--- src/design/prsum_pkg.sv ---
// shared constants and types for the prime sum core
`default_nettype none
package prsum_pkg;
	localparam int LIMIT_W      = 16;
	localparam int CAND_W       = LIMIT_W + 1;
	localparam int SQ_W         = 2 * CAND_W;
	localparam int SUM_W        = 28;
	localparam int IN_TDATA_W   = ((LIMIT_W + 7) / 8) * 8;
	localparam int OUT_TDATA_W  = ((SUM_W + 7) / 8) * 8;
	localparam int DIV_BITS     = 4;
	localparam int DIV_STEPS    = (CAND_W + DIV_BITS - 1) / DIV_BITS;
	localparam int DVD_W        = DIV_STEPS * DIV_BITS;
	localparam int CNT_W        = $clog2(DIV_STEPS + 1);

	localparam logic [SUM_W-1:0] SUM_MAX = {SUM_W{1'b1}};

	typedef enum logic [2:0] {
		ST_IDLE,
		ST_NEXT,
		ST_CHECK,
		ST_DIV,
		ST_FINISH
	} state_t;
endpackage
`default_nettype wire

--- src/design/prime_sum_up_to_limit_core.sv ---
// prime sum core: sums all primes up to a limit by 6k+-1 trial division
//
// channel  dir  fields (tdata from bit 0)          accept
// s_*      in   limit [LIMIT_W-1:0], zero padded    s_tvalid & s_tready
// m_*      out  prime_sum [27:0], zero padded       m_tvalid & m_tready
//
// one item at a time: s_tready is high only while the sequencer is idle
// each candidate is first screened in ST_NEXT; multiples of 2 or 3 stop there
// each 6k-1/6k+1 divisor pair is first held against d squared in ST_CHECK, then
// tried in ST_DIV on the shared remainder unit that retires 4 quotient bits per cycle
// the result sits in an output register, so a new item is taken while it waits
// arst_n clears the sequencer and the output valid; data registers are not reset
`default_nettype none
module prime_sum_up_to_limit_core (
	input  wire                                 clk,
	input  wire                                 arst_n,
	input  wire                                 s_tvalid,
	output logic                                s_tready,
	input  wire [prsum_pkg::IN_TDATA_W-1:0]     s_tdata,   // limit
	output logic                                m_tvalid,
	input  wire                                 m_tready,
	output logic [prsum_pkg::OUT_TDATA_W-1:0]   m_tdata    // prime_sum
);
	import prsum_pkg::*;

	state_t state_q, state_d;

	// walk registers
	logic [LIMIT_W-1:0] lim_q;
	logic [CAND_W-1:0]  cand_q;
	logic [2:0]         mod6_q;      // cand_q mod 6, tracked beside the candidate
	logic [CAND_W-1:0]  d_q;         // current 6k-1 divisor
	logic [SQ_W-1:0]    sq_q;        // d_q squared, kept by increments
	logic [SUM_W-1:0]   sum_q;

	// shared remainder unit
	logic [CAND_W-1:0]  rem_q;
	logic [DVD_W-1:0]   dvd_q;
	logic [CAND_W-1:0]  div_q;
	logic [CNT_W-1:0]   cnt_q;
	logic               sel_q;       // 0: dividing by d, 1: by d+2

	logic [SUM_W-1:0]   out_q;
	logic               out_vld_q;

	// control strobes from the sequencer
	logic ld_start, cand_adv, add_prime, start_div, start_div2, div_run, next_pair, ld_out;

	// remainder step results
	logic [CAND_W-1:0]  rem_nx;
	logic [DVD_W-1:0]   dvd_nx;
	logic [CAND_W:0]    trial;
	logic               last_step;
	logic               cand_over;
	logic               cand_small;
	logic               cand_coprime;
	logic               sq_above;
	logic [SUM_W:0]     sum_wide;

	assign last_step    = (cnt_q == CNT_W'(DIV_STEPS - 1));
	assign cand_over    = (cand_q > {1'b0, lim_q});
	assign cand_small   = (cand_q <= CAND_W'(3));
	assign cand_coprime = (mod6_q == 3'd1) || (mod6_q == 3'd5);
	assign sq_above     = (sq_q > SQ_W'(cand_q));
	assign sum_wide     = {1'b0, sum_q} + (SUM_W + 1)'(cand_q);

	// radix-16 restoring remainder step, four dependent subtract-compares
	always_comb begin
		rem_nx = rem_q;
		dvd_nx = dvd_q;
		trial  = '0;
		for (int i = 0; i < DIV_BITS; i++) begin
			trial  = {rem_nx, dvd_nx[DVD_W-1]};
			dvd_nx = {dvd_nx[DVD_W-2:0], 1'b0};
			if (trial >= {1'b0, div_q}) begin
				trial = trial - {1'b0, div_q};
			end
			rem_nx = trial[CAND_W-1:0];
		end
	end

	always_ff @(posedge clk or negedge arst_n) begin
		if (!arst_n) begin
			state_q <= ST_IDLE;
		end else begin
			state_q <= state_d;
		end
	end

	// sequencer
	always_comb begin
		state_d    = state_q;
		ld_start   = 1'b0;
		cand_adv   = 1'b0;
		add_prime  = 1'b0;
		start_div  = 1'b0;
		start_div2 = 1'b0;
		div_run    = 1'b0;
		next_pair  = 1'b0;
		ld_out     = 1'b0;
		s_tready   = 1'b0;
		unique case (state_q)
			ST_IDLE: begin
				s_tready = 1'b1;
				if (s_tvalid) begin
					ld_start = 1'b1;
					state_d  = ST_NEXT;
				end
			end
			ST_NEXT: begin
				if (cand_over) begin
					state_d = ST_FINISH;
				end else if (cand_small) begin
					add_prime = 1'b1;
					cand_adv  = 1'b1;
				end else if (!cand_coprime) begin
					cand_adv = 1'b1;
				end else begin
					state_d = ST_CHECK;
				end
			end
			ST_CHECK: begin
				if (sq_above) begin
					add_prime = 1'b1;
					cand_adv  = 1'b1;
					state_d   = ST_NEXT;
				end else begin
					start_div = 1'b1;
					state_d   = ST_DIV;
				end
			end
			ST_DIV: begin
				if (!last_step) begin
					div_run = 1'b1;
				end else if (rem_nx == '0) begin
					// divisor found, composite
					cand_adv = 1'b1;
					state_d  = ST_NEXT;
				end else if (!sel_q) begin
					start_div2 = 1'b1;
				end else begin
					next_pair = 1'b1;
					state_d   = ST_CHECK;
				end
			end
			ST_FINISH: begin
				if (!out_vld_q || m_tready) begin
					ld_out  = 1'b1;
					state_d = ST_IDLE;
				end
			end
			default: state_d = ST_IDLE;
		endcase
	end

	// walk datapath
	always_ff @(posedge clk) begin
		if (ld_start) begin
			lim_q  <= s_tdata[LIMIT_W-1:0];
			cand_q <= CAND_W'(2);
			mod6_q <= 3'd2;
			sum_q  <= '0;
		end else begin
			if (add_prime) begin
				sum_q <= sum_wide[SUM_W] ? SUM_MAX : sum_wide[SUM_W-1:0];
			end
			if (cand_adv) begin
				cand_q <= cand_q + 1'b1;
				mod6_q <= (mod6_q == 3'd5) ? 3'd0 : mod6_q + 3'd1;
			end
		end
		if (state_q == ST_NEXT) begin
			d_q  <= CAND_W'(5);
			sq_q <= SQ_W'(25);
		end else if (next_pair) begin
			d_q  <= d_q + CAND_W'(6);
			sq_q <= sq_q + (SQ_W'(d_q) << 3) + (SQ_W'(d_q) << 2) + SQ_W'(36);
		end
	end

	// remainder unit registers
	always_ff @(posedge clk) begin
		if (start_div || start_div2) begin
			rem_q <= '0;
			dvd_q <= DVD_W'(cand_q);
			cnt_q <= '0;
			sel_q <= start_div2;
			div_q <= start_div2 ? d_q + CAND_W'(2) : d_q;
		end else if (div_run) begin
			rem_q <= rem_nx;
			dvd_q <= dvd_nx;
			cnt_q <= cnt_q + 1'b1;
		end
	end

	// output register
	always_ff @(posedge clk or negedge arst_n) begin
		if (!arst_n) begin
			out_vld_q <= 1'b0;
		end else if (ld_out) begin
			out_vld_q <= 1'b1;
		end else if (m_tready) begin
			out_vld_q <= 1'b0;
		end
	end

	always_ff @(posedge clk) begin
		if (ld_out) begin
			out_q <= sum_q;
		end
	end

	assign m_tvalid = out_vld_q;
	assign m_tdata  = OUT_TDATA_W'(out_q);

	// trial divisors are always odd and at least five
	a_div_odd: assert property (@(posedge clk) disable iff (!arst_n)
		(state_q == ST_DIV) |-> (div_q[0] && div_q >= CAND_W'(5)))
		else $error("trial divisor not odd or below five");

	// the residue counter stays below six
	a_mod6: assert property (@(posedge clk) disable iff (!arst_n)
		(state_q == ST_NEXT || state_q == ST_CHECK) |-> (mod6_q < 3'd6))
		else $error("candidate residue out of range");

	// an accepted limit starts the walk on the next cycle
	a_start: assert property (@(posedge clk) disable iff (!arst_n)
		(s_tvalid && s_tready) |=> (state_q == ST_NEXT && cand_q == CAND_W'(2)))
		else $error("walk did not start at two");

	// a result is loaded only when the output register is free
	a_no_overwrite: assert property (@(posedge clk) disable iff (!arst_n)
		ld_out |-> (!out_vld_q || m_tready))
		else $error("pending result overwritten");

	// squared divisor stays consistent with the divisor
	a_square: assert property (@(posedge clk) disable iff (!arst_n)
		(state_q == ST_CHECK) |-> (sq_q == SQ_W'(d_q) * SQ_W'(d_q)))
		else $error("divisor square out of step");
endmodule
`default_nettype wire
--- config.mk ---
export PLATFORM = sky130hd
export DESIGN_NAME = prime_sum_up_to_limit_core
export DESIGN_NICKNAME = d
export VERILOG_FILES = /design/src/design/prsum_pkg.sv /design/src/design/prime_sum_up_to_limit_core.sv
export SDC_FILE = /design/constraint.sdc
export NUM_CORES = 1
export LEC_CHECK = 0
export ABC_AREA = 1
export BUFFER_PORTS_ARGS = -buffer_cell sky130_fd_sc_hd__buf_2
export CAP_MARGIN = 20
export CORE_MARGIN = 1.5
export CORE_UTILIZATION = 40
export CTS_BUF_LIST = sky130_fd_sc_hd__clkbuf_16
export DETAILED_ROUTE_END_ITERATION = 8
export GPL_TIMING_DRIVEN = 0
export SLEW_MARGIN = 20
export SYNTH_ARGS = -nofsm -noshare
export SYNTH_HDL_FRONTEND = slang
export SYNTH_SLANG_ARGS = --single-unit
--- constraint.sdc ---
create_clock -name clk -period 8.25 [get_ports clk]
set_clock_uncertainty 0.1 [all_clocks]
set_input_delay 0.825 -clock clk [delete_from_list [all_inputs] [get_ports clk]]
set_output_delay 0.825 -clock clk [all_outputs]
set_load 0.03 [all_outputs]
; ---- Word-level counts from Yosys, hierarchy flattened
; Index checks and enable logic that the tools add are counted.
[totals]
register_bits = 205
input_bits = 20
out_inout_bits = 34
elab_cells = 105
[op_classes]
add_sub_neg = 13
order_cmp = 7
eq_ne = 13
n_mux = 48
reduce_logical = 9
[ops]
columns = op, n
row1 = 2-to-1 mux 17 bit, 7
row2 = greater-or-equal comparator 18 x 17 -> 1 bit, 4
row3 = subtractor 17 bit, 4
row4 = adder 34 x 19 -> 34 bit, 1
row5 = adder 34 x 20 -> 34 bit, 1
row6 = "adder 34 x 6 -> 34 bit, second input constant", 1
row7 = > comparator 34 x 17 -> 1 bit, 1
row8 = adder 28 x 17 -> 29 bit, 1
row9 = 2-to-1 mux 28 bit, 1
row10 = 2-to-1 mux 1 bit, 27
row11 = 2-to-1 mux 3 bit, 9
row12 = "adder 17 x 1 -> 17 bit, second input constant", 1
row13 = "adder 17 x 2 -> 17 bit, second input constant", 1
row14 = "adder 17 x 3 -> 17 bit, second input constant", 1
row15 = > comparator 17 x 16 -> 1 bit, 1
row16 = "<= comparator 17 x 2 -> 1 bit, second input constant", 1
row17 = zero test 17 bit, 1
row18 = case mux 3 bit (5 select lines), 1
row19 = "equality test 3 bit, second input constant", 3
row20 = "!= test 3 bit, second input constant", 3
row21 = "adder 3 x 1 -> 3 bit, second input constant", 2
row22 = "equality test 3 x 1 -> 1 bit, second input constant", 2
row23 = "equality test 3 x 2 -> 1 bit, second input constant", 2
row24 = "!= test 2 bit, second input constant", 3
row25 = other kinds (8), 11

; ---- Longest topological paths before layout
[logic_depth]
depth_word = 14
mapped_depth = 68
depth_no_buf = 64

; ---- Least setup slack after synthesis
; Ideal clock, no wire load.
[synth_path]
kind = register to register
from = register div_q[1]
to = register dvd_q[0], enable pin
setup_ns = 0.374
arrival_ns = 8.092
t_required_ns = 7.776
setup_slack_ns = -0.315
path_stages_with_launch = 63
n_path_buf = 4
period_less_slack_ns = 8.565
path_cell_list = edfxtp_1 > inv_1 > ha_1 > ha_1 > nand2_1 > nor3_1 > a21oi_2 > nand2_4 > inv_1 > buf_2 > nand2_1 > o21ai_0 > ha_1 > nand2_1 > inv_2 > a21oi_1 > nand2_2 > nand2_1 > (+27 left out) > nand2_1 > nand2_1 > o21ai_0 > o21ai_0 > nand3_1 > nand2_1 > xor2_1 > nand2_1 > o21ai_1 > nor2_1 > nand2_1 > nor2_1 > nand2_2 > nand3_4 > nand2_2 > buf_6 > inv_1 > nand2_1
[synth_between]
elab_chain_cells = 14
elab_cells_between_ends = 18
classes_between = add/sub: 4 / order compare: 4 / mux: 7 / reduce/logical: 3
[synth_rtl]
columns = element, line
row1 = "start, declared", prime_sum_up_to_limit_core.sv:39  ; logic [CAND_W-1:0] div_q;
row2 = "start signal, assigned", prime_sum_up_to_limit_core.sv:188  ; div_q <= start_div2 ? d_q + CAND_W'(2) : d_q;
row3 = subtractor 17 bit or greater-or-equal comparator 18 x 17 -> 1 bit (tied branches), "prime_sum_up_to_limit_core.sv:76, prime_sum_up_to_limit_core.sv:75"
row4 = 2-to-1 mux 17 bit, prime_sum_up_to_limit_core.sv:75  ; if (trial >= {1'b0, div_q}) begin
row5 = subtractor 17 bit or greater-or-equal comparator 18 x 17 -> 1 bit (tied branches), "prime_sum_up_to_limit_core.sv:76, prime_sum_up_to_limit_core.sv:75"
row6 = 2-to-1 mux 17 bit, prime_sum_up_to_limit_core.sv:75
row7 = subtractor 17 bit or greater-or-equal comparator 18 x 17 -> 1 bit (tied branches), "prime_sum_up_to_limit_core.sv:76, prime_sum_up_to_limit_core.sv:75"
row8 = 2-to-1 mux 17 bit, prime_sum_up_to_limit_core.sv:75
row9 = subtractor 17 bit or greater-or-equal comparator 18 x 17 -> 1 bit (tied branches), "prime_sum_up_to_limit_core.sv:76, prime_sum_up_to_limit_core.sv:75"
row10 = 2-to-1 mux 17 bit (*), prime_sum_up_to_limit_core.sv:75
row11 = zero test 17 bit (*), prime_sum_up_to_limit_core.sv:135  ; end else if (rem_nx == '0) begin
row12 = 2-to-1 mux 1 bit (*), prime_sum_up_to_limit_core.sv:135
row13 = 2-to-1 mux 1 bit (*), prime_sum_up_to_limit_core.sv:133  ; if (!last_step) begin
row14 = 2-to-1 mux 1 bit (*), prime_sum_up_to_limit_core.sv:102  ; unique case (state_q)
row15 = logical OR 1 bit (*), prime_sum_up_to_limit_core.sv:183  ; if (start_div || start_div2) begin
row16 = nonzero test 2 bit (no source line) (*), n/a
row17 = "end signal, assigned", prime_sum_up_to_limit_core.sv:185  ; dvd_q <= DVD_W'(cand_q);
row18 = "end signal, assigned", prime_sum_up_to_limit_core.sv:191  ; dvd_q <= dvd_nx;
row19 = "end, declared", prime_sum_up_to_limit_core.sv:38  ; logic [DVD_W-1:0] dvd_q;
; Every way passes the cells marked *; elsewhere a longest branch is shown, timed or not.
; A chain may end at the register's enable or synchronous reset.

; ---- Worst setup path after layout
[layout_path]
from = register div_q[6]
to = register dvd_q[1], data pin
[layout_between]
elab_chain_cells = 14
elab_cells_between_ends = 18
classes_between = add/sub: 4 / order compare: 4 / mux: 8 / reduce/logical: 2
[layout_rtl]
columns = element, line
row1 = subtractor 17 bit or greater-or-equal comparator 18 x 17 -> 1 bit (tied branches), "prime_sum_up_to_limit_core.sv:76, prime_sum_up_to_limit_core.sv:75"
row2 = 2-to-1 mux 17 bit, prime_sum_up_to_limit_core.sv:75
row3 = subtractor 17 bit or greater-or-equal comparator 18 x 17 -> 1 bit (tied branches), "prime_sum_up_to_limit_core.sv:76, prime_sum_up_to_limit_core.sv:75"
row4 = 2-to-1 mux 17 bit, prime_sum_up_to_limit_core.sv:75
row5 = subtractor 17 bit or greater-or-equal comparator 18 x 17 -> 1 bit (tied branches), "prime_sum_up_to_limit_core.sv:76, prime_sum_up_to_limit_core.sv:75"
row6 = 2-to-1 mux 17 bit, prime_sum_up_to_limit_core.sv:75
row7 = subtractor 17 bit or greater-or-equal comparator 18 x 17 -> 1 bit (tied branches), "prime_sum_up_to_limit_core.sv:76, prime_sum_up_to_limit_core.sv:75"
row8 = 2-to-1 mux 17 bit (*), prime_sum_up_to_limit_core.sv:75
row9 = zero test 17 bit (*), prime_sum_up_to_limit_core.sv:135
row10 = 2-to-1 mux 1 bit (*), prime_sum_up_to_limit_core.sv:135
row11 = 2-to-1 mux 1 bit (*), prime_sum_up_to_limit_core.sv:133
row12 = 2-to-1 mux 1 bit (*), prime_sum_up_to_limit_core.sv:102
row13 = logical OR 1 bit (*), prime_sum_up_to_limit_core.sv:183
row14 = 2-to-1 mux 17 bit (*), prime_sum_up_to_limit_core.sv:183
; Marks and branches as above.

==> reports/summary.txt <==
Max-cap violations - 0
Starting Density - 40.4%
Die Wd - 206 µm
Vias - 16070
Final period util - 100%
EDFF count, synth - 78
Critical Path End Type - flip-flop
Io pins - 54
Largest fanout on the critical path - 6
Core area - 40700 µm²
WHS - 0.0448 ns
Most frequent CP cell - nand2_2
Fin. Hold Viols - 0
Vias per cell - 5.29
Ant diodes - 0
PortBufs - 49
Max Clk Rate - 121 MHz
Iter 0 DRT Violations - 1013
Vias in the first global route - 15303
Count of final setup violators - 4
CTS clk-pin slew, worst paths - 0.08 ns
Seq cells post-synth - 200
Worst min path class - in2async
Drt total wl - 52300 µm
Die height - 206 µm
CP peak stage delay - 0.38 ns
Kind of critical path - reg2reg
Min cycle time layout - 8.26 ns
Finished Cell Area - 21200 µm²
Critical-path top delay cell - edfxtp_1
Layout cells sized above 1 - 25.3%
Post-CTS Hold Fix Bufs - 0
Wire per inst - 17.2 µm
Seq/Total Area, Yosys - 29.2%
Fillcell total - 3882
CTS Buf Count - 17
First-pass GRT wire length - 80200 µm
Post-Syn Instances - 2265
Slew HR - 48.8%
GRT Total Usage - 24.3%
Distinct cells, synth - 56
Failing checks - setup timing
Grt total ovfl - 0
Fin cells - 3039
H-Tree Depth - 4
Required @ worst endpoint - 8.36 ns
Fraction of registers with async set/reset - 2.00%
DP HPWL - 37300 µm
Reg2Reg Setup Slack - -0.01 ns
Startpoint types - flip-flop
P&R area growth vs syn - 29.2%
WP data arrival - 8.37 ns
Nets - 2705
Largest net degree at the start of global routing - 29
Syn_area_per_cell - 7.26 µm²
Final Slew Violations - 0
Placer Congestion - 0.933
Synth Warn # - 0
Final Util - 52.2%
Worst-Skew Late Latency - 0.47 ns
Die area - 42300 µm²
CTS root buffer - clkbuf_16
Antenna violations before repair - 0
Pre-antenna DRT Iters - 5
Final WS setup - -0.00981 ns
Outcome - finished with violations
CTS tree - built
Worst-case clock buffer depth - 2
Least-Margin Pin Slew - 0.768 ns
Antenna Nets Post-Route - 0
DP Cell Count - 2850
Detailed-route DRC error count - 0
Unrepaired setup endpoints after global routing - true
CTS sink cnt - 200
Ys flop type - dfxtp_1
Mapped cell area - 16400 µm²
DP Area - 17400 µm²
Row cnt - 74
==> state kept, by name (all words and copies together), names as in the netlist <==
register,count
m_tvalid,1
d_q,16
cnt_q,3
lim_q,16
state_q,3
sum_q,28
cand_q,17
dvd_q,20
div_q,16
sq_q,31
rem_q,17
mod6_q,3
out_q,28
sel_q,1
==> critical path: cells and delay by family, from the launching register on <==
kind / cells / cell delay [ns]
simple gates: 32 / 2.95
buf+inv: 16 / 1.88
compound gates: 11 / 1.63
fa+ha+maj: 4 / 1.05
flops: 1 / 0.38
==> routing by layer <==
layer	track usage [%]	wire [µm]	up-vias	part of all wire (%)
li1	-	-	7996	-
met1	30.3	22800	7619	44
met3	2.55	1770	111	3.4
met2	41.9	25200	344	48
met5	0	0	-	0
met4	11.6	2500	0	4.8
==> placed cells by master, fill, tap and decap left out, types with 26 or more instances in the layout <==
cell type	n
inv_1	217
buf_2	53
ha_1	118
nand4_1	35
a21oi_2	37
nor3_1	30
edfxtp_1	78
inv_2	26
nand2_1	465
xnor2_1	47
nand2_2	89
dfxtp_1	117
nor2_1	162
ha_4	50
o21ai_0	93
a21oi_1	151
xor2_1	90
buf_4	145
nand3_1	131
==> layout make-up <==
| cell class | instances | area, µm² | share of cell area, % |
|---|---|---|---|
| Tap cell | 532 | 666 | 3.13 |
| Sequential cell | 200 | 4810 | 22.6 |
| Timing Repair Buffer | 205 | 1630 | 7.67 |
| Multi-Input combinational cell | 1746 | 12000 | 56.6 |
| Clock inverter | 14 | 119 | 0.559 |
| Clock buffer | 18 | 450 | 2.12 |
| Buffer | 59 | 467 | 2.20 |
| Inverter | 265 | 1090 | 5.14 |
==> final timing paths <==
path,cells after the start,to,from
worst max-delay path,63,dvd_q[1],div_q[6]
worst min register to register,0,out_q[11],sum_q[11]
worst min-delay path,1,m_tvalid,arst_n
worst max register to register,63,dvd_q[1],div_q[6]
max in group asynchronous,1,state_q[2],arst_n
min in group clk,0,out_q[11],sum_q[11]
==> Yosys cell counts, types with 5 or more instances <==
library cell,count,share of area [%]
a21oi_2,14,0.75
edfxtp_1,78,14
nand2_2,7,0.27
o211ai_1,5,0.23
nand2_1,563,13
or2_2,10,0.38
buf_4,9,0.41
xnor2_1,48,2.6
a21oi_1,182,5.5
inv_1,252,5.8
inv_2,12,0.27
o21ai_1,25,0.76
fa_1,21,2.6
nor2_1,182,4.2
ha_1,170,13
buf_2,16,0.49
nand3_2,5,0.30
clkbuf_1,25,0.57
nand3_1,143,4.4
a31oi_1,14,0.53
buf_6,8,0.55
a21o_1,5,0.23
xor2_1,91,4.8
o21ai_0,120,3.7
nand3b_1,7,0.32
nand4_1,35,1.3
nor3_1,33,1.0
nor4_1,12,0.46
dfxtp_1,118,14
==> stage by stage <==
step           worst slack (ns)  TNS (ns)
2_1_floorplan            0.0389         0
3_3_place_gp              -2.16   -299.69
3_5_place_dp              -2.24   -313.52
4_1_cts                 0.00162         0
5_1_grt                  -0.385    -46.97
6_report               -0.00981   -0.0231
==> cell families after synthesis <==
kind of cell               count (synthesis)  share of synthesized area, %
AOI/OAI and AO/OA                        395                          13.3
xor gates and xnor gates                 139                          7.40
adders and majority gates                191                          15.5
buffers and inverters                    324                          8.09
DFF                                      200                          29.2
other                                      1                        0.0228
and+or+nand+nor                         1015                          26.5
==> repair_timing <==
item	4_1_cts	5_1_grt
endpoints found under the hold margin	0	0
endpoints found under the setup margin	160	160
cloned	6	7
setup buffers	111	34
pin swaps	68	98
resized for setup	241	229
Power is not shown: default switching activity piles up to over one toggle a cycle in this logic, so the estimate is an artifact.
